===== src/hw/rtl/kufm_pkg.sv =====
// ----------------------------------------------------------------------------
// Kruskal union-find merger package
// Field widths, register reset value and default forest size shared by the
// interfaces, the controller, the top level and the checker.
// ----------------------------------------------------------------------------
package kufm_pkg;

  localparam int unsigned WEIGHT_W  = 24;
  localparam int unsigned NODE_W    = 10;
  localparam int unsigned NC_W      = 11;
  localparam int unsigned TOTAL_W   = 40;
  localparam int unsigned NODES_DEF = 1024;

  localparam logic [NC_W-1:0] NC_RESET = 11'd1024;

endpackage


===== src/hw/rtl/kufm_edge_if.sv =====
// ----------------------------------------------------------------------------
// Edge channel
// Valid/ready channel that carries one sorted edge per item.
// ----------------------------------------------------------------------------
interface kufm_edge_if;
  import kufm_pkg::*;

  logic                valid;
  logic                ready;
  logic [WEIGHT_W-1:0] weight;
  logic [NODE_W-1:0]   node_a;
  logic [NODE_W-1:0]   node_b;

  modport source (output valid, weight, node_a, node_b, input ready);
  modport sink   (input valid, weight, node_a, node_b, output ready);

endinterface


===== src/hw/rtl/kufm_result_if.sv =====
// ----------------------------------------------------------------------------
// Result channel
// Valid/ready channel that carries one merge result per item.
// ----------------------------------------------------------------------------
interface kufm_result_if;
  import kufm_pkg::*;

  logic               valid;
  logic               ready;
  logic               merged;
  logic [TOTAL_W-1:0] total_weight;
  logic               spanning;

  modport source (output valid, merged, total_weight, spanning, input ready);
  modport sink   (input valid, merged, total_weight, spanning, output ready);

endinterface


===== src/hw/rtl/kufm_ctrl.sv =====
// ----------------------------------------------------------------------------
// Union-find sequencer
// Clears both tables after reset, then per in-range edge walks and compresses
// both endpoint paths, merges by size if the roots differ, keeps the saturating
// total and finishes with a spanning find on node_a if it lies below NODES.
// ----------------------------------------------------------------------------
module kufm_ctrl #(
  parameter  int unsigned NODES = kufm_pkg::NODES_DEF,
  localparam int unsigned NW    = $clog2(NODES),
  localparam int unsigned SW    = $clog2(NODES + 1)
) (
  input  logic                    clk_i,
  input  logic                    rst_ni,
  input  logic [kufm_pkg::NC_W-1:0] node_count_i,
  kufm_edge_if.sink               edge_i,
  kufm_result_if.source           result_o,
  output logic                    p_we_o,
  output logic [NW-1:0]           p_waddr_o,
  output logic [NW-1:0]           p_wdata_o,
  output logic [NW-1:0]           p_raddr_o,
  input  logic [NW-1:0]           p_rdata_i,
  output logic                    s_we_o,
  output logic [NW-1:0]           s_waddr_o,
  output logic [SW-1:0]           s_wdata_o,
  output logic [NW-1:0]           s_raddr_o,
  input  logic [SW-1:0]           s_rdata_i
);
  import kufm_pkg::*;

  localparam int unsigned CW  = (NW + 1 > NC_W) ? NW + 1 : NC_W;
  localparam int unsigned KW  = (SW > NC_W) ? SW : NC_W;
  localparam int unsigned TSW = TOTAL_W + 1;
  localparam logic [NW-1:0] LAST = NW'(NODES - 1);

  typedef enum logic [2:0] {
    ST_CLEAR, ST_IDLE, ST_WALK, ST_COMP, ST_SIZE_A, ST_SIZE_B, ST_SPAN, ST_DONE
  } state_e;

  typedef enum logic [1:0] {PH_FIND_A, PH_FIND_B, PH_SPAN} phase_e;

  state_e              state_q, state_d;
  phase_e              phase_q, phase_d;
  logic [NW-1:0]       cur_q, cur_d;
  logic [NW-1:0]       start_q, start_d;
  logic [NW-1:0]       root_q, root_d;
  logic [NW-1:0]       a_q, a_d;
  logic [NW-1:0]       b_q, b_d;
  logic [NW-1:0]       ra_q, ra_d;
  logic [NW-1:0]       rb_q, rb_d;
  logic [NW-1:0]       clr_q, clr_d;
  logic [SW-1:0]       sa_q, sa_d;
  logic [WEIGHT_W-1:0] w_q, w_d;
  logic [TOTAL_W-1:0]  total_q, total_d;
  logic                merged_q, merged_d;
  logic                span_q, span_d;
  logic                res_valid_q, res_valid_d;
  logic                res_merged_q, res_merged_d;
  logic [TOTAL_W-1:0]  res_total_q, res_total_d;
  logic                res_span_q, res_span_d;

  logic                fdone;
  logic [NW-1:0]       froot;
  logic                a_ok;
  logic                pair_ok;
  logic [CW-1:0]       a_ext;
  logic [CW-1:0]       b_ext;
  logic [CW-1:0]       nc_ext;
  logic [NW-1:0]       win;
  logic [NW-1:0]       lose;
  logic [TSW-1:0]      tsum;

  assign a_ext   = CW'(edge_i.node_a);
  assign b_ext   = CW'(edge_i.node_b);
  assign nc_ext  = CW'(node_count_i);
  assign a_ok    = a_ext < CW'(NODES);
  assign pair_ok = a_ok && (b_ext < CW'(NODES)) && (a_ext < nc_ext) && (b_ext < nc_ext);
  assign tsum    = {1'b0, total_q} + TSW'(w_q);

  assign edge_i.ready          = (state_q == ST_IDLE);
  assign result_o.valid        = res_valid_q;
  assign result_o.merged       = res_merged_q;
  assign result_o.total_weight = res_total_q;
  assign result_o.spanning     = res_span_q;

  always_comb begin
    state_d      = state_q;
    phase_d      = phase_q;
    cur_d        = cur_q;
    start_d      = start_q;
    root_d       = root_q;
    a_d          = a_q;
    b_d          = b_q;
    ra_d         = ra_q;
    rb_d         = rb_q;
    clr_d        = clr_q;
    sa_d         = sa_q;
    w_d          = w_q;
    total_d      = total_q;
    merged_d     = merged_q;
    span_d       = span_q;
    res_valid_d  = res_valid_q && !result_o.ready;
    res_merged_d = res_merged_q;
    res_total_d  = res_total_q;
    res_span_d   = res_span_q;
    fdone        = 1'b0;
    froot        = root_q;
    win          = ra_q;
    lose         = rb_q;
    p_we_o       = 1'b0;
    p_waddr_o    = cur_q;
    p_wdata_o    = root_q;
    p_raddr_o    = cur_q;
    s_we_o       = 1'b0;
    s_waddr_o    = ra_q;
    s_wdata_o    = sa_q;
    s_raddr_o    = ra_q;

    unique case (state_q)
      ST_CLEAR: begin
        p_we_o    = 1'b1;
        p_waddr_o = clr_q;
        p_wdata_o = clr_q;
        s_we_o    = 1'b1;
        s_waddr_o = clr_q;
        s_wdata_o = SW'(1);
        clr_d     = clr_q + 1'b1;
        if (clr_q == LAST) begin
          state_d = ST_IDLE;
        end
      end
      ST_IDLE: begin
        if (edge_i.valid) begin
          a_d      = NW'(edge_i.node_a);
          b_d      = NW'(edge_i.node_b);
          w_d      = edge_i.weight;
          merged_d = 1'b0;
          span_d   = 1'b0;
          if (a_ok) begin
            phase_d   = pair_ok ? PH_FIND_A : PH_SPAN;
            cur_d     = NW'(edge_i.node_a);
            start_d   = NW'(edge_i.node_a);
            p_raddr_o = NW'(edge_i.node_a);
            state_d   = ST_WALK;
          end else begin
            state_d = ST_DONE;
          end
        end
      end
      ST_WALK: begin
        if (p_rdata_i == cur_q) begin
          root_d = cur_q;
          if (start_q == cur_q) begin
            fdone = 1'b1;
            froot = cur_q;
          end else begin
            // Second pass: walk the path again and point every node at the root.
            cur_d     = start_q;
            p_raddr_o = start_q;
            state_d   = ST_COMP;
          end
        end else begin
          cur_d     = p_rdata_i;
          p_raddr_o = p_rdata_i;
        end
      end
      ST_COMP: begin
        p_we_o    = 1'b1;
        p_waddr_o = cur_q;
        p_wdata_o = root_q;
        if (p_rdata_i == root_q) begin
          fdone = 1'b1;
          froot = root_q;
        end else begin
          cur_d     = p_rdata_i;
          p_raddr_o = p_rdata_i;
        end
      end
      ST_SIZE_A: begin
        sa_d      = s_rdata_i;
        s_raddr_o = rb_q;
        state_d   = ST_SIZE_B;
      end
      ST_SIZE_B: begin
        // Equal sizes keep the first endpoint's root on top.
        if (sa_q < s_rdata_i) begin
          win  = rb_q;
          lose = ra_q;
        end else begin
          win  = ra_q;
          lose = rb_q;
        end
        p_we_o    = 1'b1;
        p_waddr_o = lose;
        p_wdata_o = win;
        s_we_o    = 1'b1;
        s_waddr_o = win;
        s_wdata_o = SW'(sa_q + s_rdata_i);
        merged_d  = 1'b1;
        total_d   = tsum[TOTAL_W] ? '1 : tsum[TOTAL_W-1:0];
        phase_d   = PH_SPAN;
        cur_d     = a_q;
        start_d   = a_q;
        p_raddr_o = a_q;
        state_d   = ST_WALK;
      end
      ST_SPAN: begin
        span_d  = KW'(s_rdata_i) >= KW'(node_count_i);
        state_d = ST_DONE;
      end
      ST_DONE: begin
        if (!res_valid_q || result_o.ready) begin
          res_valid_d  = 1'b1;
          res_merged_d = merged_q;
          res_total_d  = total_q;
          res_span_d   = span_q;
          state_d      = ST_IDLE;
        end
      end
      default: begin
        state_d = ST_IDLE;
      end
    endcase

    if (fdone) begin
      unique case (phase_q)
        PH_FIND_A: begin
          ra_d      = froot;
          phase_d   = PH_FIND_B;
          cur_d     = b_q;
          start_d   = b_q;
          p_raddr_o = b_q;
          state_d   = ST_WALK;
        end
        PH_FIND_B: begin
          rb_d = froot;
          if (froot == ra_q) begin
            phase_d   = PH_SPAN;
            cur_d     = a_q;
            start_d   = a_q;
            p_raddr_o = a_q;
            state_d   = ST_WALK;
          end else begin
            s_raddr_o = ra_q;
            state_d   = ST_SIZE_A;
          end
        end
        default: begin
          s_raddr_o = froot;
          state_d   = ST_SPAN;
        end
      endcase
    end
  end

  always_ff @(posedge clk_i or negedge rst_ni) begin
    if (!rst_ni) begin
      state_q      <= ST_CLEAR;
      phase_q      <= PH_FIND_A;
      cur_q        <= '0;
      start_q      <= '0;
      root_q       <= '0;
      a_q          <= '0;
      b_q          <= '0;
      ra_q         <= '0;
      rb_q         <= '0;
      clr_q        <= '0;
      sa_q         <= '0;
      w_q          <= '0;
      total_q      <= '0;
      merged_q     <= 1'b0;
      span_q       <= 1'b0;
      res_valid_q  <= 1'b0;
      res_merged_q <= 1'b0;
      res_total_q  <= '0;
      res_span_q   <= 1'b0;
    end else begin
      state_q      <= state_d;
      phase_q      <= phase_d;
      cur_q        <= cur_d;
      start_q      <= start_d;
      root_q       <= root_d;
      a_q          <= a_d;
      b_q          <= b_d;
      ra_q         <= ra_d;
      rb_q         <= rb_d;
      clr_q        <= clr_d;
      sa_q         <= sa_d;
      w_q          <= w_d;
      total_q      <= total_d;
      merged_q     <= merged_d;
      span_q       <= span_d;
      res_valid_q  <= res_valid_d;
      res_merged_q <= res_merged_d;
      res_total_q  <= res_total_d;
      res_span_q   <= res_span_d;
    end
  end

endmodule


===== src/flat_wrapper.sv =====
// flat-port wrapper written by rule: the top's interface ports become plain ports
module kufm_ctrl_flat import kufm_pkg::*;
#(
  parameter  int unsigned NODES = kufm_pkg::NODES_DEF,
  localparam int unsigned NW    = $clog2(NODES),
  localparam int unsigned SW    = $clog2(NODES + 1)
)
  (clk_i, rst_ni, node_count_i, p_we_o, p_waddr_o, p_wdata_o, p_raddr_o, p_rdata_i, s_we_o, s_waddr_o, s_wdata_o, s_raddr_o, s_rdata_i, edge_i_valid, edge_i_weight, edge_i_node_a, edge_i_node_b, edge_i_ready, result_o_valid, result_o_merged, result_o_total_weight, result_o_spanning, result_o_ready);
  kufm_edge_if edge_i_i ();
  kufm_result_if result_o_i ();
  input  logic clk_i;
  input  logic rst_ni;
  input  logic [kufm_pkg::NC_W-1:0] node_count_i;
  output logic p_we_o;
  output logic [NW-1:0] p_waddr_o;
  output logic [NW-1:0] p_wdata_o;
  output logic [NW-1:0] p_raddr_o;
  input  logic [NW-1:0] p_rdata_i;
  output logic s_we_o;
  output logic [NW-1:0] s_waddr_o;
  output logic [SW-1:0] s_wdata_o;
  output logic [NW-1:0] s_raddr_o;
  input  logic [SW-1:0] s_rdata_i;
  input wire logic [$bits(edge_i_i.valid)-1:0] edge_i_valid;
  input wire logic [$bits(edge_i_i.weight)-1:0] edge_i_weight;
  input wire logic [$bits(edge_i_i.node_a)-1:0] edge_i_node_a;
  input wire logic [$bits(edge_i_i.node_b)-1:0] edge_i_node_b;
  output wire logic [$bits(edge_i_i.ready)-1:0] edge_i_ready;
  output wire logic [$bits(result_o_i.valid)-1:0] result_o_valid;
  output wire logic [$bits(result_o_i.merged)-1:0] result_o_merged;
  output wire logic [$bits(result_o_i.total_weight)-1:0] result_o_total_weight;
  output wire logic [$bits(result_o_i.spanning)-1:0] result_o_spanning;
  input wire logic [$bits(result_o_i.ready)-1:0] result_o_ready;
  assign edge_i_i.valid = edge_i_valid;
  assign edge_i_i.weight = edge_i_weight;
  assign edge_i_i.node_a = edge_i_node_a;
  assign edge_i_i.node_b = edge_i_node_b;
  assign edge_i_ready = edge_i_i.ready;
  assign result_o_valid = result_o_i.valid;
  assign result_o_merged = result_o_i.merged;
  assign result_o_total_weight = result_o_i.total_weight;
  assign result_o_spanning = result_o_i.spanning;
  assign result_o_i.ready = result_o_ready;
  kufm_ctrl #(.NODES(NODES)) u_core (.clk_i(clk_i), .rst_ni(rst_ni), .node_count_i(node_count_i), .edge_i(edge_i_i), .result_o(result_o_i), .p_we_o(p_we_o), .p_waddr_o(p_waddr_o), .p_wdata_o(p_wdata_o), .p_raddr_o(p_raddr_o), .p_rdata_i(p_rdata_i), .s_we_o(s_we_o), .s_waddr_o(s_waddr_o), .s_wdata_o(s_wdata_o), .s_raddr_o(s_raddr_o), .s_rdata_i(s_rdata_i));
endmodule

===== config.mk =====
export PLATFORM = sky130hd
export DESIGN_NAME = kufm_ctrl_flat
export DESIGN_NICKNAME = d
export VERILOG_FILES = /design/src/hw/rtl/kufm_pkg.sv /design/src/hw/rtl/kufm_edge_if.sv /design/src/hw/rtl/kufm_result_if.sv /design/src/hw/rtl/kufm_ctrl.sv /design/src/flat_wrapper.sv
export SDC_FILE = /design/constraint.sdc
export NUM_CORES = 1
export LEC_CHECK = 0
export BUFFER_PORTS_ARGS = -buffer_cell sky130_fd_sc_hd__buf_2
export CAP_MARGIN = 15
export CORE_AREA = 2 2 157 159
export CTS_BUF_LIST = sky130_fd_sc_hd__clkbuf_16
export CTS_CLUSTER_DIAMETER = 60
export DETAILED_ROUTE_END_ITERATION = 8
export DIE_AREA = 0 0 159 161
export GPL_ROUTABILITY_DRIVEN = 0
export PLACE_DENSITY = 0.83
export SLEW_MARGIN = 40
export SYNTH_ARGS = -nofsm -noshare
export SYNTH_HDL_FRONTEND = slang
export SYNTH_SLANG_ARGS = --single-unit

===== constraint.sdc =====
create_clock -name clk_i -period 5.8 [get_ports clk_i]
set_clock_uncertainty 0.2 [all_clocks]
set_input_delay 1.74 -clock clk_i [delete_from_list [all_inputs] [get_ports clk_i]]
set_output_delay 1.74 -clock clk_i [all_outputs]
set_load 0.05 [all_outputs]

==> metrics.txt <==
synthesized cell area=0.0129 mm2; Via density=6.36; vias in the first global route=approximately 12,000; fmax=between 0.15 and 0.2 GHz; ys flop type=dfrtp_1; worst slack, placed=-0.235 ns; Layout Area Growth over Synthesis=28.2%; Final Hold Vio Count=0; top cells by count, synth=205 x dfrtp_1, 136 x nand2_1, 123 x a21oi_1, 109 x mux2_2, 92 x nor2_1; nets=1,724; vias=12,200; Post-DP Area=0.0147 mm2; cell mode on critical path=buf_4; leakage=0.00794 uW; DP HPWL=27.5 mm; Max FO, Critical Path=4; Worst-path clk slew=0.06 ns; pwr dens=280 mW/mm2; # fillers=between 1,500 and 2,000; design area=0.0165 mm2; final max-slew violation count=0; Final Core Density=0.690; Cells after Synth=1,359; full die area=about 0.026 mm2; synth unique cells=64; CP cell instances=buf_2 > buf_4 > xnor2_1 > nand4_1 > nor3_4 > buf_4 > nor2_1 > o22ai_1 > a21o_1 > o22ai_2 > a21oi_4 > buf_6; # clock sinks=205; DRT Pass-1 Iters=7; most frequent cell after synthesis=dfrtp_1; placed insts=roughly 1,900; Worst Slack Setup Final=-0.177 ns; failing checks=setup timing; final setup fails=41; root buffer cell=clkbuf_16; worst slew pin tran=between 0.8 and 0.9 ns; global route overflow=0; Post-DRT Antenna Nets=0; slew margin rel.=0.424; Worst EP required=3.86 ns; period utilization=1.03; Peak VDD IR=roughly 0.00028 V; top cells by area, synth=dfrtp_1 40%, mux2_2 9.5%, ha_1 7.3%; CTS tree=built; All-Layer GR Usage=0.307; RSZ-0062 raised after global routing=true; Rows=57; Slowest-stage cell, CP=nor3_4; CP Capture Type=primary output; Longest Clk Path Bufs=3; R2R depth=9; CP Data Arrival Time=4.04 ns; max_cap viols=0; Num CTS Buffers=25; DRT iter0 DRCs=1,448; critical path class=in -> out; syn_area_per_cell=9.50 um2; core box area=0.0240 mm2; Die Wd=159 um; largest net degree at the start of global routing=89; hold crit path type=reg -> reg; Mapped Nets=around 1,500; hold path cells=2; initial antenna violation count=11; clock period minus worst slack=5.98 ns; final WL=42.2 mm; initial core utilization=0.539; clk_lat worst skew=0.54 ns; EDFF count, synth=0; Die Ht=~160 um; kind of start point of the critical path=input pin; asr flop ratio synth=1.00; Post-route DRC=0; #FFs+latches synth=~200; CP peak stage delay=0.42 ns; post-synth top area cell=dfrtp_1; layout cells sized above 1=0.334; htree depth=1; first-pass GRT wire length=63.1 mm; post-route setup TNS=-2.29 ns; Warnings, synthesis=0; Seq/Total Area, Yosys=0.397; status=complete, but fails checks; IO buf count=between 150 and 200; share of the synthesized area in the top cell type=0.397; final std cells w/o fill=1,916; Ports=187; routed len/inst=22.0 um
==> path summary, 6_finish.rpt <==
path | start | to | slack (ns)
setup / recovery | p_rdata_i[9] | p_raddr_o[9] | -0.18
max in group asynchronous | rst_ni | u_core.ra_q[4]$_DFFE_PN0P_ | 3.32
hold / removal | u_core.merged_q$_DFFE_PN0P_ | u_core.merged_q$_DFFE_PN0P_ | 0.29
hold reg to reg | u_core.merged_q$_DFFE_PN0P_ | u_core.merged_q$_DFFE_PN0P_ | 0.29
setup reg to reg | u_core.cur_q[9]$_DFF_PN0_ | u_core.rb_q[9]$_DFFE_PN0P_ | 1.92
min in group asynchronous | rst_ni | u_core.root_q[4]$_DFFE_PN0P_ | 1.02
==> per-layer routing <==
layer | track usage | vias to the layer above | part of all wire | wire [um]
li1 | - | 5304 | - | -
met5 | 0 | - | 0.0010 | 43
met4 | 0.144 | 8 | 0.064 | 2680
met3 | 0.0714 | 269 | 0.10 | 4290
met1 | 0.379 | 5811 | 0.36 | 15200
met2 | 0.514 | 785 | 0.47 | 20000
==> through the flow <==
| stage | total power (uW) | hold WS [ns] |
|---|---|---|
| after floorplan | 2410 | 0.241 |
| after detailed placement | 2740 | 0.273 |
| after global placement | 2690 | 0.258 |
| final | 4640 | 0.289 |
| after global routing | 4810 | 0.324 |
| after CTS | 4540 | 0.289 |
==> critical path, delay by kind of cell <==
family / cells / cell delay, ns
xor gates and xnor gates: 1 / 0.19
buffers and inverters: 4 / 0.64
AOI/OAI and AO/OA: 4 / 0.76
and+or+nand+nor: 3 / 0.71
==> area by class of cell <==
| type | count | area [um2] | area share |
|---|---|---|---|
| clock inverter | 21 | 297 | 0.0179 |
| sequential | 205 | 5130 | 0.310 |
| tap | 324 | 405 | 0.0245 |
| timing repair buffer | 265 | 2020 | 0.122 |
| multi-input combinational | 1028 | 7890 | 0.477 |
| clock buffer | 25 | 626 | 0.0378 |
| antenna | 6 | 15.0 | 0.000908 |
| inverter | 42 | 163 | 0.00983 |
==> sequential cells by signal, summed over array words and instances, names as in the netlist, 3 cells and up <==
| signal | cells |
|---|---|
| u_core.root_q | 10 |
| u_core.state_q | 3 |
| u_core.start_q | 10 |
| u_core.ra_q | 10 |
| u_core.clr_q | 10 |
| u_core.result_o.total_weight | 40 |
| u_core.sa_q | 11 |
| u_core.a_q | 10 |
| u_core.w_q | 24 |
| u_core.total_q | 40 |
| u_core.rb_q | 10 |
| u_core.b_q | 10 |
| u_core.cur_q | 10 |
==> cell families (layout without fill, tap and decap cells) <==
logic type                 after synthesis  count (layout)  synth area share
other                                    0               6                 0
muxes                                  133             133             0.114
and+or+nand+nor                        388             389             0.142
xor gates and xnor gates                84              84            0.0570
AOI/OAI and AO/OA                      345             345             0.175
buffers and inverters                  127             353            0.0395
DFF                                    205             205             0.397
adders and majority gates               77              77            0.0758
==> cells in the final DEF, fill, tap and decap left out, types with 10 or more instances in the layout <==
master / synthesis / routed
ha_1: 75 / 72
o221a_2: 10 / 10
nand3_1: 35 / 35
clkbuf_16: 0 / 27
nand4_1: 14 / 14
buf_4: 0 / 78
a221oi_1: 18 / 16
nor3_1: 19 / 16
inv_1: 41 / 40
nand2b_1: 23 / 22
nor2_1: 92 / 73
xor2_1: 42 / 36
nand2_2: 0 / 20
mux2i_1: 24 / 22
a22o_1: 11 / 11
and3_1: 14 / 14
o221ai_1: 10 / 10
mux2_2: 109 / 107
and2_1: 18 / 16
nor2b_1: 13 / 12
o21ai_0: 51 / 48
a31oi_1: 21 / 21
buf_6: 0 / 31
nor2_4: 0 / 14
dfrtp_1: 205 / 205
nand2_1: 136 / 114
a211o_1: 12 / 12
a21o_1: 18 / 18
buf_8: 0 / 19
buf_2: 26 / 129
xnor2_1: 42 / 42
a21oi_1: 123 / 113
==> where the power goes <==
| part | switching, uW | total, uW | internal, uW | leakage [uW] |
|---|---|---|---|---|
| logic | 577 | 1040 | 464 | 0.00484 |
| registers | 246 | 1830 | 1590 | 0.00265 |
| clock network | 660 | 1760 | 1100 | 0.000448 |
==> what timing repair did <==
| item | CTS | global route |
|---|---|---|
| pin swaps | 4 | 5 |
| gates resized for setup | 107 | 121 |
| setup endpoints to repair | 50 | 51 |
| setup buffers | 3 | 6 |
| hold buffers | 0 | 0 |
| cloned | 0 | 4 |
Power figures use the tool's default switching activity.
